<file path="src/rtl/gzhp_pkg.sv">
`default_nettype none

package gzhp_pkg;

    localparam int unsigned BYTE_W  = 8;
    localparam int unsigned STAT_W  = 3;
    localparam int unsigned SKIP_W  = 16;

    // Result status codes
    localparam logic [STAT_W-1:0] ST_OK          = 3'd0;
    localparam logic [STAT_W-1:0] ST_ENCRYPTED   = 3'd1;
    localparam logic [STAT_W-1:0] ST_MULTIPART   = 3'd2;
    localparam logic [STAT_W-1:0] ST_RESV_FLAGS  = 3'd3;
    localparam logic [STAT_W-1:0] ST_UNSUPPORTED = 3'd4;
    localparam logic [STAT_W-1:0] ST_CORRUPT_1ST = 3'd5;
    localparam logic [STAT_W-1:0] ST_CORRUPT_NTH = 3'd6;

    // Header flag bits
    localparam logic [BYTE_W-1:0] FL_MULTI   = 8'h02;
    localparam logic [BYTE_W-1:0] FL_EXTRA   = 8'h04;
    localparam logic [BYTE_W-1:0] FL_NAME    = 8'h08;
    localparam logic [BYTE_W-1:0] FL_COMMENT = 8'h10;
    localparam logic [BYTE_W-1:0] FL_CRYPT   = 8'h20;
    localparam logic [BYTE_W-1:0] FL_RESV    = 8'hC0;

    // Magic bytes
    localparam logic [BYTE_W-1:0] MG_GZ0     = 8'h1F;
    localparam logic [BYTE_W-1:0] MG_GZ1     = 8'h8B;
    localparam logic [BYTE_W-1:0] MG_GZ1_OLD = 8'h9E;
    localparam logic [BYTE_W-1:0] MG_PACK1   = 8'h1E;
    localparam logic [BYTE_W-1:0] MG_LZW1    = 8'h9D;
    localparam logic [BYTE_W-1:0] MG_PK0     = 8'h50;
    localparam logic [BYTE_W-1:0] MG_PK1     = 8'h4B;

    localparam logic [SKIP_W-1:0] FIXED_LEN  = 16'd6;
    localparam logic [SKIP_W-1:0] PART_LEN   = 16'd2;

    typedef enum logic [10:0] {
        PH_IDLE    = 11'b000_0000_0001,
        PH_MAGIC2  = 11'b000_0000_0010,
        PH_METHOD  = 11'b000_0000_0100,
        PH_FLAGS   = 11'b000_0000_1000,
        PH_FIXED   = 11'b000_0001_0000,
        PH_PART    = 11'b000_0010_0000,
        PH_XLO     = 11'b000_0100_0000,
        PH_XHI     = 11'b000_1000_0000,
        PH_XDATA   = 11'b001_0000_0000,
        PH_NAME    = 11'b010_0000_0000,
        PH_COMMENT = 11'b100_0000_0000
    } t_phase;

    typedef struct packed {
        t_phase              phase;
        logic [BYTE_W-1:0]   first_magic;
        logic [BYTE_W-1:0]   method_seen;
        logic [BYTE_W-1:0]   flag_bits;
        logic [SKIP_W-1:0]   skip_count;
        logic [BYTE_W-1:0]   members_started;
    } t_state;

    typedef struct packed {
        logic                valid;
        logic [STAT_W-1:0]   status;
        logic [BYTE_W-1:0]   method;
        logic [BYTE_W-1:0]   member_number;
    } t_result;

endpackage

`default_nettype wire

</file>
<file path="src/rtl/gzhp_if.sv">
`default_nettype none

interface gzhp_in_if;
    logic                         valid;
    logic                         ready;
    logic [gzhp_pkg::BYTE_W-1:0]  data_byte;
    logic                         member_start;

    modport source (output valid, output data_byte, output member_start, input ready);
    modport sink   (input valid, input data_byte, input member_start, output ready);
endinterface

interface gzhp_out_if;
    logic                         valid;
    logic                         ready;
    logic [gzhp_pkg::STAT_W-1:0]  status;
    logic [gzhp_pkg::BYTE_W-1:0]  method;
    logic [gzhp_pkg::BYTE_W-1:0]  member_number;

    modport source (output valid, output status, output method, output member_number,
                    input ready);
    modport sink   (input valid, input status, input method, input member_number,
                    output ready);
endinterface

interface gzhp_cfg_if;
    logic valid;
    logic ready;
    logic allow_flag_errors;

    modport source (output valid, output allow_flag_errors, input ready);
    modport sink   (input valid, input allow_flag_errors, output ready);
endinterface

`default_nettype wire

</file>
<file path="src/rtl/gzip_member_header_parser.sv">
// gzip member header parser.
// i_in carries one stream byte per beat plus member_start, which marks the
// first magic byte of a new member and restarts the parser. o_out carries
// at most one result per header: status, method byte and member count.
// i_cfg writes allow_flag_errors; it is always ready and should be written
// only while the parser is idle.
// Throughput: one input beat per cycle. The header state machine advances
// in the same cycle the byte is accepted; a result lands in the output
// register and is visible in the cycle after the byte that finished the header.
// The single output register sets the rate: a new byte is accepted while
// the register is empty or being drained in the same cycle.
// When the receiver stalls with a result pending, input ready drops until
// the result is taken; bytes that give no result are never lost.
// Reset (synchronous, active low) returns the parser to idle, clears the
// member count and the flag register, and empties the output register.
`default_nettype none

module gzip_member_header_parser (
    input  var logic    i_clk,
    input  var logic    i_rst_n,
    gzhp_in_if.sink     i_in,
    gzhp_cfg_if.sink    i_cfg,
    gzhp_out_if.source  o_out
);
    import gzhp_pkg::*;

    t_state  r_state;
    t_state  n_state;
    t_result step_res;
    logic    r_allow;
    logic    r_out_valid;
    logic [STAT_W-1:0] r_status;
    logic [BYTE_W-1:0] r_method;
    logic [BYTE_W-1:0] r_member;
    logic    in_beat;
    logic    out_beat;

    assign out_beat   = r_out_valid && o_out.ready;
    // Take a byte while the result slot is free or draining this cycle
    assign i_in.ready = !r_out_valid || o_out.ready;
    assign in_beat    = i_in.valid && i_in.ready;
    assign i_cfg.ready = 1'b1;

    gzhp_step u_step (
        .i_state  (r_state),
        .i_byte   (i_in.data_byte),
        .i_start  (i_in.member_start),
        .i_allow  (r_allow),
        .o_state  (n_state),
        .o_result (step_res)
    );

    always_ff @(posedge i_clk) begin
        if (!i_rst_n) begin
            r_allow <= 1'b0;
        end else if (i_cfg.valid) begin
            r_allow <= i_cfg.allow_flag_errors;
        end
    end

    // Header state: advance on every accepted beat
    always_ff @(posedge i_clk) begin
        if (!i_rst_n) begin
            r_state.phase           <= PH_IDLE;
            r_state.first_magic     <= '0;
            r_state.method_seen     <= '0;
            r_state.flag_bits       <= '0;
            r_state.skip_count      <= '0;
            r_state.members_started <= '0;
        end else if (in_beat) begin
            r_state <= n_state;
        end
    end

    // Result register: load on a beat that finishes a header, drop on take
    always_ff @(posedge i_clk) begin
        if (!i_rst_n) begin
            r_out_valid <= 1'b0;
        end else if (in_beat && step_res.valid) begin
            r_out_valid <= 1'b1;
        end else if (out_beat) begin
            r_out_valid <= 1'b0;
        end
    end

    always_ff @(posedge i_clk) begin
        if (in_beat && step_res.valid) begin
            r_status <= step_res.status;
            r_method <= step_res.method;
            r_member <= step_res.member_number;
        end
    end

    assign o_out.valid         = r_out_valid;
    assign o_out.status        = r_status;
    assign o_out.method        = r_method;
    assign o_out.member_number = r_member;

    // A pending result that is not taken must block input
    a_stall_blocks: assert property (@(posedge i_clk) disable iff (!i_rst_n)
        r_out_valid && !o_out.ready |-> !i_in.ready)
        else $error("input accepted while result stalled");

    // A member start always puts the parser on the second magic byte
    a_start_magic2: assert property (@(posedge i_clk) disable iff (!i_rst_n)
        in_beat && i_in.member_start |=> r_state.phase == PH_MAGIC2)
        else $error("member start did not restart header");

    // Member count never goes backward
    a_count_mono: assert property (@(posedge i_clk) disable iff (!i_rst_n)
        in_beat |=> r_state.members_started >= $past(r_state.members_started))
        else $error("member count decreased");

    // A result never comes from a member start beat
    a_no_res_on_start: assert property (@(posedge i_clk) disable iff (!i_rst_n)
        in_beat && i_in.member_start |-> !step_res.valid)
        else $error("result on member start");

    // Status codes stay in range
    a_status_range: assert property (@(posedge i_clk) disable iff (!i_rst_n)
        r_out_valid |-> r_status <= ST_CORRUPT_NTH)
        else $error("status out of range");

endmodule

`default_nettype wire

</file>
<file path="src/rtl/gzhp_step.sv">
`default_nettype none

module gzhp_step (
    input  var gzhp_pkg::t_state                 i_state,
    input  var logic [gzhp_pkg::BYTE_W-1:0]      i_byte,
    input  var logic                             i_start,
    input  var logic                             i_allow,
    output gzhp_pkg::t_state                     o_state,
    output gzhp_pkg::t_result                    o_result
);
    import gzhp_pkg::*;

    // Section order used to find the next optional field
    localparam logic [3:0] RK_FIXED   = 4'd4;
    localparam logic [3:0] RK_PART    = 4'd5;
    localparam logic [3:0] RK_XLO     = 4'd6;
    localparam logic [3:0] RK_XHI     = 4'd7;
    localparam logic [3:0] RK_XDATA   = 4'd8;
    localparam logic [3:0] RK_NAME    = 4'd9;
    localparam logic [3:0] RK_COMMENT = 4'd10;

    logic [3:0]         done_rank;
    t_phase             adv_phase;
    logic               adv_emit;
    logic [STAT_W-1:0]  adv_status;
    logic [SKIP_W-1:0]  xlen;
    logic               gz_magic;
    logic               other_fmt;

    always_comb begin
        case (i_state.phase)
            PH_FIXED: done_rank = RK_FIXED;
            PH_PART:  done_rank = RK_PART;
            PH_XHI:   done_rank = RK_XHI;
            PH_XDATA: done_rank = RK_XDATA;
            PH_NAME:  done_rank = RK_NAME;
            default:  done_rank = RK_COMMENT;
        endcase
    end

    // Pick the next optional section after the one just finished, or finish
    always_comb begin
        adv_phase  = PH_IDLE;
        adv_emit   = 1'b0;
        adv_status = ST_OK;
        if (done_rank < RK_PART && (i_state.flag_bits & FL_MULTI) != '0) begin
            adv_phase = PH_PART;
        end else if (done_rank < RK_XLO && (i_state.flag_bits & FL_EXTRA) != '0) begin
            adv_phase = PH_XLO;
        end else if (done_rank < RK_NAME && (i_state.flag_bits & FL_NAME) != '0) begin
            adv_phase = PH_NAME;
        end else if (done_rank < RK_COMMENT && (i_state.flag_bits & FL_COMMENT) != '0) begin
            adv_phase = PH_COMMENT;
        end else begin
            adv_emit = 1'b1;
            if ((i_state.flag_bits & FL_MULTI) != '0) begin
                adv_status = ST_MULTIPART;
            end else if ((i_state.flag_bits & FL_RESV) != '0) begin
                adv_status = ST_RESV_FLAGS;
            end
        end
    end

    assign xlen      = i_state.skip_count | {i_byte, 8'h00};
    assign gz_magic  = (i_state.first_magic == MG_GZ0)
                    && (i_byte == MG_GZ1 || i_byte == MG_GZ1_OLD);
    assign other_fmt = ((i_state.first_magic == MG_GZ0)
                        && (i_byte == MG_PACK1 || i_byte == MG_LZW1))
                    || ((i_state.first_magic == MG_PK0) && (i_byte == MG_PK1));

    always_comb begin
        o_state                = i_state;
        o_result.valid         = 1'b0;
        o_result.status        = ST_OK;
        o_result.method        = '0;
        o_result.member_number = i_state.members_started;

        if (i_start) begin
            if (i_state.members_started != '1) begin
                o_state.members_started = i_state.members_started + 8'd1;
            end
            o_state.first_magic = i_byte;
            o_state.method_seen = '0;
            o_state.flag_bits   = '0;
            o_state.skip_count  = '0;
            o_state.phase       = PH_MAGIC2;
        end else begin
            case (i_state.phase)
                PH_MAGIC2: begin
                    if (gz_magic) begin
                        o_state.phase = PH_METHOD;
                    end else begin
                        o_state.phase  = PH_IDLE;
                        o_result.valid = 1'b1;
                        if (other_fmt) begin
                            o_result.status = ST_UNSUPPORTED;
                        end else if (i_state.members_started == 8'd1) begin
                            o_result.status = ST_CORRUPT_1ST;
                        end else begin
                            o_result.status = ST_CORRUPT_NTH;
                        end
                    end
                end
                PH_METHOD: begin
                    o_state.method_seen = i_byte;
                    o_state.phase       = PH_FLAGS;
                end
                PH_FLAGS: begin
                    o_state.flag_bits = i_byte;
                    o_result.method   = i_state.method_seen;
                    if ((i_byte & FL_CRYPT) != '0) begin
                        o_state.phase   = PH_IDLE;
                        o_result.valid  = 1'b1;
                        o_result.status = ST_ENCRYPTED;
                    end else if ((i_byte & FL_MULTI) != '0 && !i_allow) begin
                        o_state.phase   = PH_IDLE;
                        o_result.valid  = 1'b1;
                        o_result.status = ST_MULTIPART;
                    end else if ((i_byte & FL_RESV) != '0 && !i_allow) begin
                        o_state.phase   = PH_IDLE;
                        o_result.valid  = 1'b1;
                        o_result.status = ST_RESV_FLAGS;
                    end else begin
                        o_state.phase      = PH_FIXED;
                        o_state.skip_count = FIXED_LEN;
                    end
                end
                PH_FIXED, PH_PART, PH_XDATA: begin
                    if (i_state.skip_count <= 16'd1) begin
                        o_state.skip_count = (adv_phase == PH_PART) ? PART_LEN : '0;
                        o_state.phase      = adv_phase;
                        o_result.valid     = adv_emit;
                        o_result.status    = adv_status;
                        o_result.method    = i_state.method_seen;
                    end else begin
                        o_state.skip_count = i_state.skip_count - 16'd1;
                    end
                end
                PH_XLO: begin
                    o_state.skip_count = {8'h00, i_byte};
                    o_state.phase      = PH_XHI;
                end
                PH_XHI: begin
                    o_state.skip_count = xlen;
                    if (xlen == '0) begin
                        o_state.phase   = adv_phase;
                        o_result.valid  = adv_emit;
                        o_result.status = adv_status;
                        o_result.method = i_state.method_seen;
                    end else begin
                        o_state.phase = PH_XDATA;
                    end
                end
                PH_NAME, PH_COMMENT: begin
                    if (i_byte == '0) begin
                        o_state.phase   = adv_phase;
                        o_result.valid  = adv_emit;
                        o_result.status = adv_status;
                        o_result.method = i_state.method_seen;
                    end
                end
                default: begin
                    o_state.phase = PH_IDLE;
                end
            endcase
        end
    end

endmodule

`default_nettype wire
</file>
<file path="src/flat_wrapper.sv">
// flat-port wrapper written by rule: the top's interface ports become plain ports
module gzip_member_header_parser_flat import gzhp_pkg::*;
  (i_clk, i_rst_n, i_in_valid, i_in_data_byte, i_in_member_start, i_in_ready, i_cfg_valid, i_cfg_allow_flag_errors, i_cfg_ready, o_out_valid, o_out_status, o_out_method, o_out_member_number, o_out_ready);
  gzhp_in_if i_in_i ();
  gzhp_cfg_if i_cfg_i ();
  gzhp_out_if o_out_i ();
  input  var logic i_clk;
  input  var logic i_rst_n;
  input wire logic [$bits(i_in_i.valid)-1:0] i_in_valid;
  input wire logic [$bits(i_in_i.data_byte)-1:0] i_in_data_byte;
  input wire logic [$bits(i_in_i.member_start)-1:0] i_in_member_start;
  output wire logic [$bits(i_in_i.ready)-1:0] i_in_ready;
  input wire logic [$bits(i_cfg_i.valid)-1:0] i_cfg_valid;
  input wire logic [$bits(i_cfg_i.allow_flag_errors)-1:0] i_cfg_allow_flag_errors;
  output wire logic [$bits(i_cfg_i.ready)-1:0] i_cfg_ready;
  output wire logic [$bits(o_out_i.valid)-1:0] o_out_valid;
  output wire logic [$bits(o_out_i.status)-1:0] o_out_status;
  output wire logic [$bits(o_out_i.method)-1:0] o_out_method;
  output wire logic [$bits(o_out_i.member_number)-1:0] o_out_member_number;
  input wire logic [$bits(o_out_i.ready)-1:0] o_out_ready;
  assign i_in_i.valid = i_in_valid;
  assign i_in_i.data_byte = i_in_data_byte;
  assign i_in_i.member_start = i_in_member_start;
  assign i_in_ready = i_in_i.ready;
  assign i_cfg_i.valid = i_cfg_valid;
  assign i_cfg_i.allow_flag_errors = i_cfg_allow_flag_errors;
  assign i_cfg_ready = i_cfg_i.ready;
  assign o_out_valid = o_out_i.valid;
  assign o_out_status = o_out_i.status;
  assign o_out_method = o_out_i.method;
  assign o_out_member_number = o_out_i.member_number;
  assign o_out_i.ready = o_out_ready;
  gzip_member_header_parser u_core (.i_clk(i_clk), .i_rst_n(i_rst_n), .i_in(i_in_i), .i_cfg(i_cfg_i), .o_out(o_out_i));
endmodule
</file>
<file path="config.mk">
export PLATFORM = sky130hd
export DESIGN_NAME = gzip_member_header_parser_flat
export DESIGN_NICKNAME = d
export VERILOG_FILES = /design/src/rtl/gzhp_pkg.sv /design/src/rtl/gzhp_if.sv /design/src/rtl/gzip_member_header_parser.sv /design/src/rtl/gzhp_step.sv /design/src/flat_wrapper.sv
export SDC_FILE = /design/constraint.sdc
export NUM_CORES = 1
export LEC_CHECK = 0
export BUFFER_PORTS_ARGS = -buffer_cell sky130_fd_sc_hd__buf_2
export CAP_MARGIN = 20
export CORE_MARGIN = 2
export CORE_UTILIZATION = 60
export DETAILED_ROUTE_END_ITERATION = 7
export GPL_TIMING_DRIVEN = 1
export HOLD_SLACK_MARGIN = 0.1
export PLACE_DENSITY = 0.79
export REMOVE_ABC_BUFFERS = 1
export SETUP_SLACK_MARGIN = 0.3
export SLEW_MARGIN = 20
export SYNTH_ARGS = -nofsm -noshare
export SYNTH_HDL_FRONTEND = slang
export SYNTH_HIERARCHICAL = 1
export SYNTH_SLANG_ARGS = --single-unit
</file>
<file path="constraint.sdc">
create_clock -name i_clk -period 7.5 [get_ports i_clk]
set_input_delay 1.5 -clock i_clk [delete_from_list [all_inputs] [get_ports i_clk]]
set_output_delay 1.5 -clock i_clk [all_outputs]
set_load 0.01 [all_outputs]
</file>
-- After elaboration in Yosys (flattened, before gate mapping)
Index checks and enable logic that the tools add are counted.
- flip-flop bits (word level): 80
- bits of input ports: 15
- output and inout bits: 22
- word-level logic and storage cells: 125
- add/sub/neg operators: 2
- magnitude comparators: 5
- equal/unequal tests: 25
- multiplexer cells: 47
- bitwise gates (word level): 1
- reduce and logical (&&, ||, !) cells: 34
- operators by type and width (kind ; number):
    11-bit two-way mux ; 10
    11-bit case mux with 7 select lines ; 1
    16-bit two-way mux ; 4
    16-bit case mux with 4 select lines ; 1
    12-bit two-way mux ; 4
    4-bit case mux with 5 select lines ; 2
    32-bit two-way mux ; 1
    8-bit case mux with 4 select lines ; 1
    8-bit == test (second input constant) ; 3
    11-bit by 6-bit == test with 1-bit output (second input constant) ; 2
    8-bit by 5-bit == test with 1-bit output (second input constant) ; 2
    8-bit by 7-bit == test with 1-bit output (second input constant) ; 2
    16-bit by 1-bit less-or-equal comparator with 1-bit output (second input constant) ; 1
    16-bit logical NOT ; 1
    4-bit two-way mux ; 4
    8-bit two-way mux ; 2
    16-bit bitwise OR ; 1
    8-bit nonzero test ; 2
    16-bit by 1-bit subtractor with 16-bit output (second input constant) ; 1
    3-bit != test (second input constant) ; 5
    2-bit two-way mux ; 7
    1-bit logical AND ; 12
    11-bit by 10-bit == test with 1-bit output (second input constant) ; 1
    11-bit == test (second input constant) ; 1
    other kinds (25) ; 43

-- Depth between registers and ports, before layout
Gate-level depths: netlist of the first run.
- word-level depth: 13
- gate-level depth with buffers: 11
- gate-level depth less buffers: 10

-- By module
Netlist of the first run, hierarchy kept.
- by module, submodules not included (module ; instances ; cells each ; area an instance (um2) ; sequential area each (um2)):
    gzip_member_header_parser ; 1 ; 286 ; 2994.1 ; 1791.7
    gzhp_step ; 1 ; 379 ; 2332.2 ; 0.0

-- Worst setup path before layout of the first run
No wires, ideal clock.
- path kind: input port to flip-flop
- from: input i_in_data_byte[5]
- to: register u_core.r_member[0], in the netlist u_core/o_out.member_number[0] (enable)
- setup time: 397 ps
- arrival: 4014 ps
- required time: 7103 ps
- path slack: 3089 ps
- cell stages on the path: 8
- buffers on the path: 1
- cell sequence: buf_2 -> or3_1 -> or4b_4 -> o21bai_1 -> nand3_1 -> a21oi_1 -> nand2_1 -> nor2b_1
- RTL lines (element ; RTL line ; source):
    start: declaration ; flat_wrapper.sv:10 ; input wire logic [$bits(i_in_i.data_byte)-1:0] i_in_data_byte;
    end signal: assignment ; gzip_member_header_parser.sv:90 ; r_member <= step_res.member_number;
    end: declaration ; gzip_member_header_parser.sv:34 ; logic [BYTE_W-1:0] r_member;

==> metrics.cfg, run 1 <==
[power]
ir_worst_vdd_uv=91.55
p_sw_mw=0.2180
power_frac_clock=0.410
sw_frac_of_total=0.2566
leakage_nw=2.072
seq_power_share=0.515
power_density_nw_per_um2=155.6
total_power_mw=0.8496
p_int_mw=0.6316
p_comb_frac=0.074

[clock_tree]
clockBufferDepth=2
cts_hold_buf=0
numClockSinks=78
path_clk_slew_ns=0.08
numCtsBuffers=9
root_buffer=clkbuf_8
tritoncts=yes
cts_repair_resize_count=0
htreeDepth=3
post_cts_buffers=0
clock_latency_ns=0.36

[worst_setup_path]
cp-end-kind=flip-flop
crit_path_max_fanout=19
cp-start-kind=input port
worst-path-buf-inv=2
slowest_stage=or4b_4
cp_data_required_time_ns=7.54
critPathKind=input port to flip-flop
crit_chain=buf_2 -> or3_1 -> or4b_4 -> o21bai_1 -> nand3_1 -> a21oi_1 -> nand2_1 -> nor2b_1 -> buf_4
cpPeakStageDelay_ns=0.53
crit_family=simple AND/OR/NAND/NOR gates
r2r_cells=9
worst-path-stages=9
cp_data_arrival_time_ns=3.81

[finish]
areaGrowthSynthToFinish_pct=4.477
antenna_cells=0
fin_nets=660
drive_gt1_frac=0.1207

[drt]
drc=0
dr.pass1.iters=6
viasPerCell=6.247
routed_wl_mm=12.61
ant_nets=0
vias=4710
drt_iter0_drc=357
wl_per_cell_um=16.72

[timing]
hold_ws_ns=0.4802
setup_viol=0
max-slew-margin-rel=0.2955
tns_ns=0
min_period_over_period=0.5019
fin_worst_skew_ns=0.01149
fmax_ghz=0.2657
hold_violations=0
rsz0062_at_grt=no
drv_slew=0
tightest_slew_ns=1.057
fin_crit_ns=3.764

[grt]
first_global_vias=4235
use_met3=0.04317
grt_overflow_total=0
grt_pass1_wl_mm=20.85
track_usage=0.2656
grt_use_met1=0.3548
top_usage_layer=met2
grt_use_met2=0.4407
antenna_found_initial=0
grt_max_degree=116

[placed_design]
dp_hpwl_mm=8.311
gp_congestion=0.9391
portBuffers=35

[floorplanning]
die_w_um=97.33
coreArea_um2=8593
ioPinCount=37
rows=34
dieArea_um2=9473
fp.dieH_um=97.33
initial_core_util=0.6082

[outcome]
status=complete, no violations

[logic_synthesis]
synth_warnings=6
netlist_instances=651
synth_area_um2=5226
syn_avg_cell_area_um2=8.028

[min_path]
hold_class=flip-flop to flip-flop
holdPathStages=2

[run]
max_cap_viol_count=0

## registers in the layout, indices dropped and copies added (netlist names)
signal,count
u_core/o_out.member_number,8
u_core/o_out.method,8
u_core/o_out.status,3
u_core/o_out.valid,1
u_core/r_allow,1
u_core/r_state,57
## worst paths after layout
path / start / to / slack [ns]
setup / recovery: i_in_data_byte[2] / u_core/o_out.member_number[0] / 3.74
hold / removal: u_core/r_state[38] / u_core/r_state[38] / 0.48
setup reg to reg: u_core/r_state[55] / u_core/o_out.member_number[0] / 3.90
hold reg to reg: u_core/r_state[38] / u_core/r_state[38] / 0.48
## layout make-up
type | count | area [µm²]
Clock buffer | 11 | 152.6
Timing Repair Buffer | 37 | 192.7
Fill cell | 765 | 3133
Sequential cell | 78 | 1752
Multi-Input combinational cell | 504 | 3126
Tap cell | 108 | 135.1
Clock inverter | 5 | 61.31
Inverter | 11 | 41.29
## cell usage in the layout, fill, tap and decap left out, drive strengths merged, types with 14 or more instances in the layout
cell type and count:
nand2 155, mux2i 66, dfxtp 59, nor2 43, buf 37, a21oi 34, nor3 21, o21ai 20
edfxtp 19, nand3 18, inv 14
## per-stage QoR
stage,cell area (µm²),util,cells,setup WS (ns)
after CTS,5460,0.6354,754,3.772
after global routing,5460,0.6354,754,3.565
after detailed placement,5246,0.6105,738,3.419
after global placement,5246,0.6105,738,3.486
after floorplan,4918,-,593,3.215
final,5460,0.6354,754,3.736
## layer usage
metal / vias to the layer above / wire length (µm)
li1: 2263 / -
met1: 2194 / 5323
met2: 212 / 6137
met3: 41 / 840
met4: 0 / 304
met5: - / 0
## worst min-delay path, cell delays in order (launching register included)
cell and delay (ns):
dfxtp_1 0.33, nand2_1 0.06, mux2i_1 0.05
## power by group through the flow
| stage | Combinational [mW] | Sequential (mW) | Clock (mW) |
|---|---|---|---|
| 2_1_floorplan | 0.0330 | 0.446 | 0 |
| 3_3_place_gp | 0.0597 | 0.447 | 0 |
| 3_5_place_dp | 0.0622 | 0.448 | 0 |
| 4_1_cts | 0.0628 | 0.438 | 0.353 |
| 5_1_grt | 0.0682 | 0.439 | 0.366 |
| 6_report | 0.0633 | 0.438 | 0.348 |
Power figures use the tool's default switching activity.
==> run 2, diff against run 1 <==
- CORE_UTILIZATION: 60 -> 55
- PLACE_DENSITY: 0.79 -> 0.77
- clock period: 7.5 -> 3.31 ns (I/O delays scaled with it)
==> run 2 against run 1 <==
Against the previous run: final cell count up 4.1%; cell area rose by 1.9%; critical path depth unchanged; via count fell by 0.17%; first-iteration DRC count rose by 10%; register-to-register slack lost 3.5 ns; non-clock buffer count rose by 10; hold slack improved by 0.00092 ns; sequential cell count did not move; worst setup slack got worse by 3.3 ns.
==> metrics.cfg, run 2 (synthesis results as in run 1) <==
[outcome]
status=complete, no violations

[timing]
fin_worst_skew_ns=0.01279
fin_crit_ns=2.899
hold_violations=0
drv_slew=0
tightest_slew_ns=1.059
rsz0062_at_grt=no
fin_ws_ns=0.4105
tns_ns=0
min_period_over_period=0.8760
setup_viol=0
fmax_ghz=0.3449
max-slew-margin-rel=0.2943

[power]
ir_worst_vdd_uv=190.6
power_density_nw_per_um2=330.9
leakage_nw=2.112

[grt]
antenna_found_initial=0
grt_max_degree=116
first_global_vias=4389
track_usage=0.2543
grt_pass1_wl_mm=20.87
grt_overflow_total=0

[floorplanning]
rows=35
ioPinCount=37
die_w_um=101.5
coreArea_um2=9240
fp.dieH_um=101.5
dieArea_um2=10300
initial_core_util=0.5656

[drt]
dr.pass1.iters=5
wl_per_cell_um=16.33
vias=4702
routed_wl_mm=12.82
viasPerCell=5.990
ant_nets=0
drt_iter0_drc=394
drc=0

[worst_setup_path]
crit_path_max_fanout=19
cp_data_arrival_time_ns=2.97
cp-end-kind=flip-flop
cp_data_required_time_ns=3.38
cp-start-kind=flip-flop
critPathKind=flip-flop to flip-flop

[finish]
final_common_cell=nand2_1
postLayoutCoreUtil=0.6023
fin_nets=670
mostFrequentLayoutCells=nand2_1, mux2i_1, dfxtp_1
regMostFlops=u_core/r_state
antenna_cells=0
drive_gt1_frac=0.1433
largest_reg_flops=57
finalNonFillerCells=785
areaGrowthSynthToFinish_pct=6.488

[placed_design]
portBuffers=35
pre_cts_slack_ns=0.2361
gp_congestion=0.8826
dp_cells=767
dp_hpwl_mm=8.703

[min_path]
hold_class=flip-flop to flip-flop

[clock_tree]
path_clk_slew_ns=0.09
clockBufferDepth=2
tritoncts=yes
root_buffer=clkbuf_8
clock_latency_ns=0.36
numCtsBuffers=9
numClockSinks=78
htreeDepth=3
cts_hold_buf=0

[run]
max_cap_viol_count=0

run 2: cell count changes in the layout (fill, tap and decap cells not counted), moves of 2 or more:
cell,before,now
dfxtp_1,59,55
dfxtp_2,0,4
buf_4,3,12
inv_8,0,2
run 2: layout make-up:
class / instances / area (µm²)
inverter: 11 / 41.29
sequential: 78 / 1757
multi-input combinational: 504 / 3138
tap: 129 / 161.4
clock buffer: 9 / 123.9
fill: 821 / 3675
timing repair buffer: 47 / 280.3
clock inverter: 7 / 63.81
run 2: where the power goes:
group	switching [mW]	leakage (nW)	internal, mW
Clock	0.407	0.0903	0.289
Combinational	0.0966	1.36	0.0563
Sequential	0.0130	0.665	0.979
Total	0.517	2.11	1.32
run 2: timing repair:
action                     CTS  global route
gates resized for setup      0             6
setup buffers                0             2
setup endpoints to repair    0            19
run 2: critical path, cell delays in order (launching register included):
cell and delay, ns:
dfxtp_1 0.42, nor4_4 0.49, o2111ai_1 0.23, nor4_2 0.42, o21bai_1 0.22, nand3_1 0.13, a21oi_1 0.21, nand2_1 0.09
nor2b_1 0.20, buf_12 0.19
run 2: path summary, 6_finish.rpt:
check | start | end | slack [ns] | cells past startpoint
min reg2reg | u_core/r_state[33] | u_core/r_state[33] | 0.48 | 2
min | u_core/r_state[33] | u_core/r_state[33] | 0.48 | 2
max | u_core/r_state[50] | u_core/o_out.member_number[0] | 0.41 | 9
max reg2reg | u_core/r_state[50] | u_core/o_out.member_number[0] | 0.41 | 9
run 2: stage by stage:
stage	hold slack [ns]	total power, mW	instance area [µm²]
after global placement	0.4518	1.157	5345
after floorplan	0.4408	1.085	4918
after detailed placement	0.4694	1.162	5345
after global routing	0.5004	1.903	5565
after CTS	0.4810	1.851	5533
final	0.4811	1.842	5565
run 2: per-layer routing:
| metal | track usage | vias to the layer above | part of all wire |
|---|---|---|---|
| met5 | 0 | - | 0 |
| met4 | 0.1247 | 0 | 0.026 |
| met3 | 0.03520 | 36 | 0.058 |
| met2 | 0.4126 | 192 | 0.47 |
| met1 | 0.3336 | 2198 | 0.45 |
| li1 | - | 2276 | - |
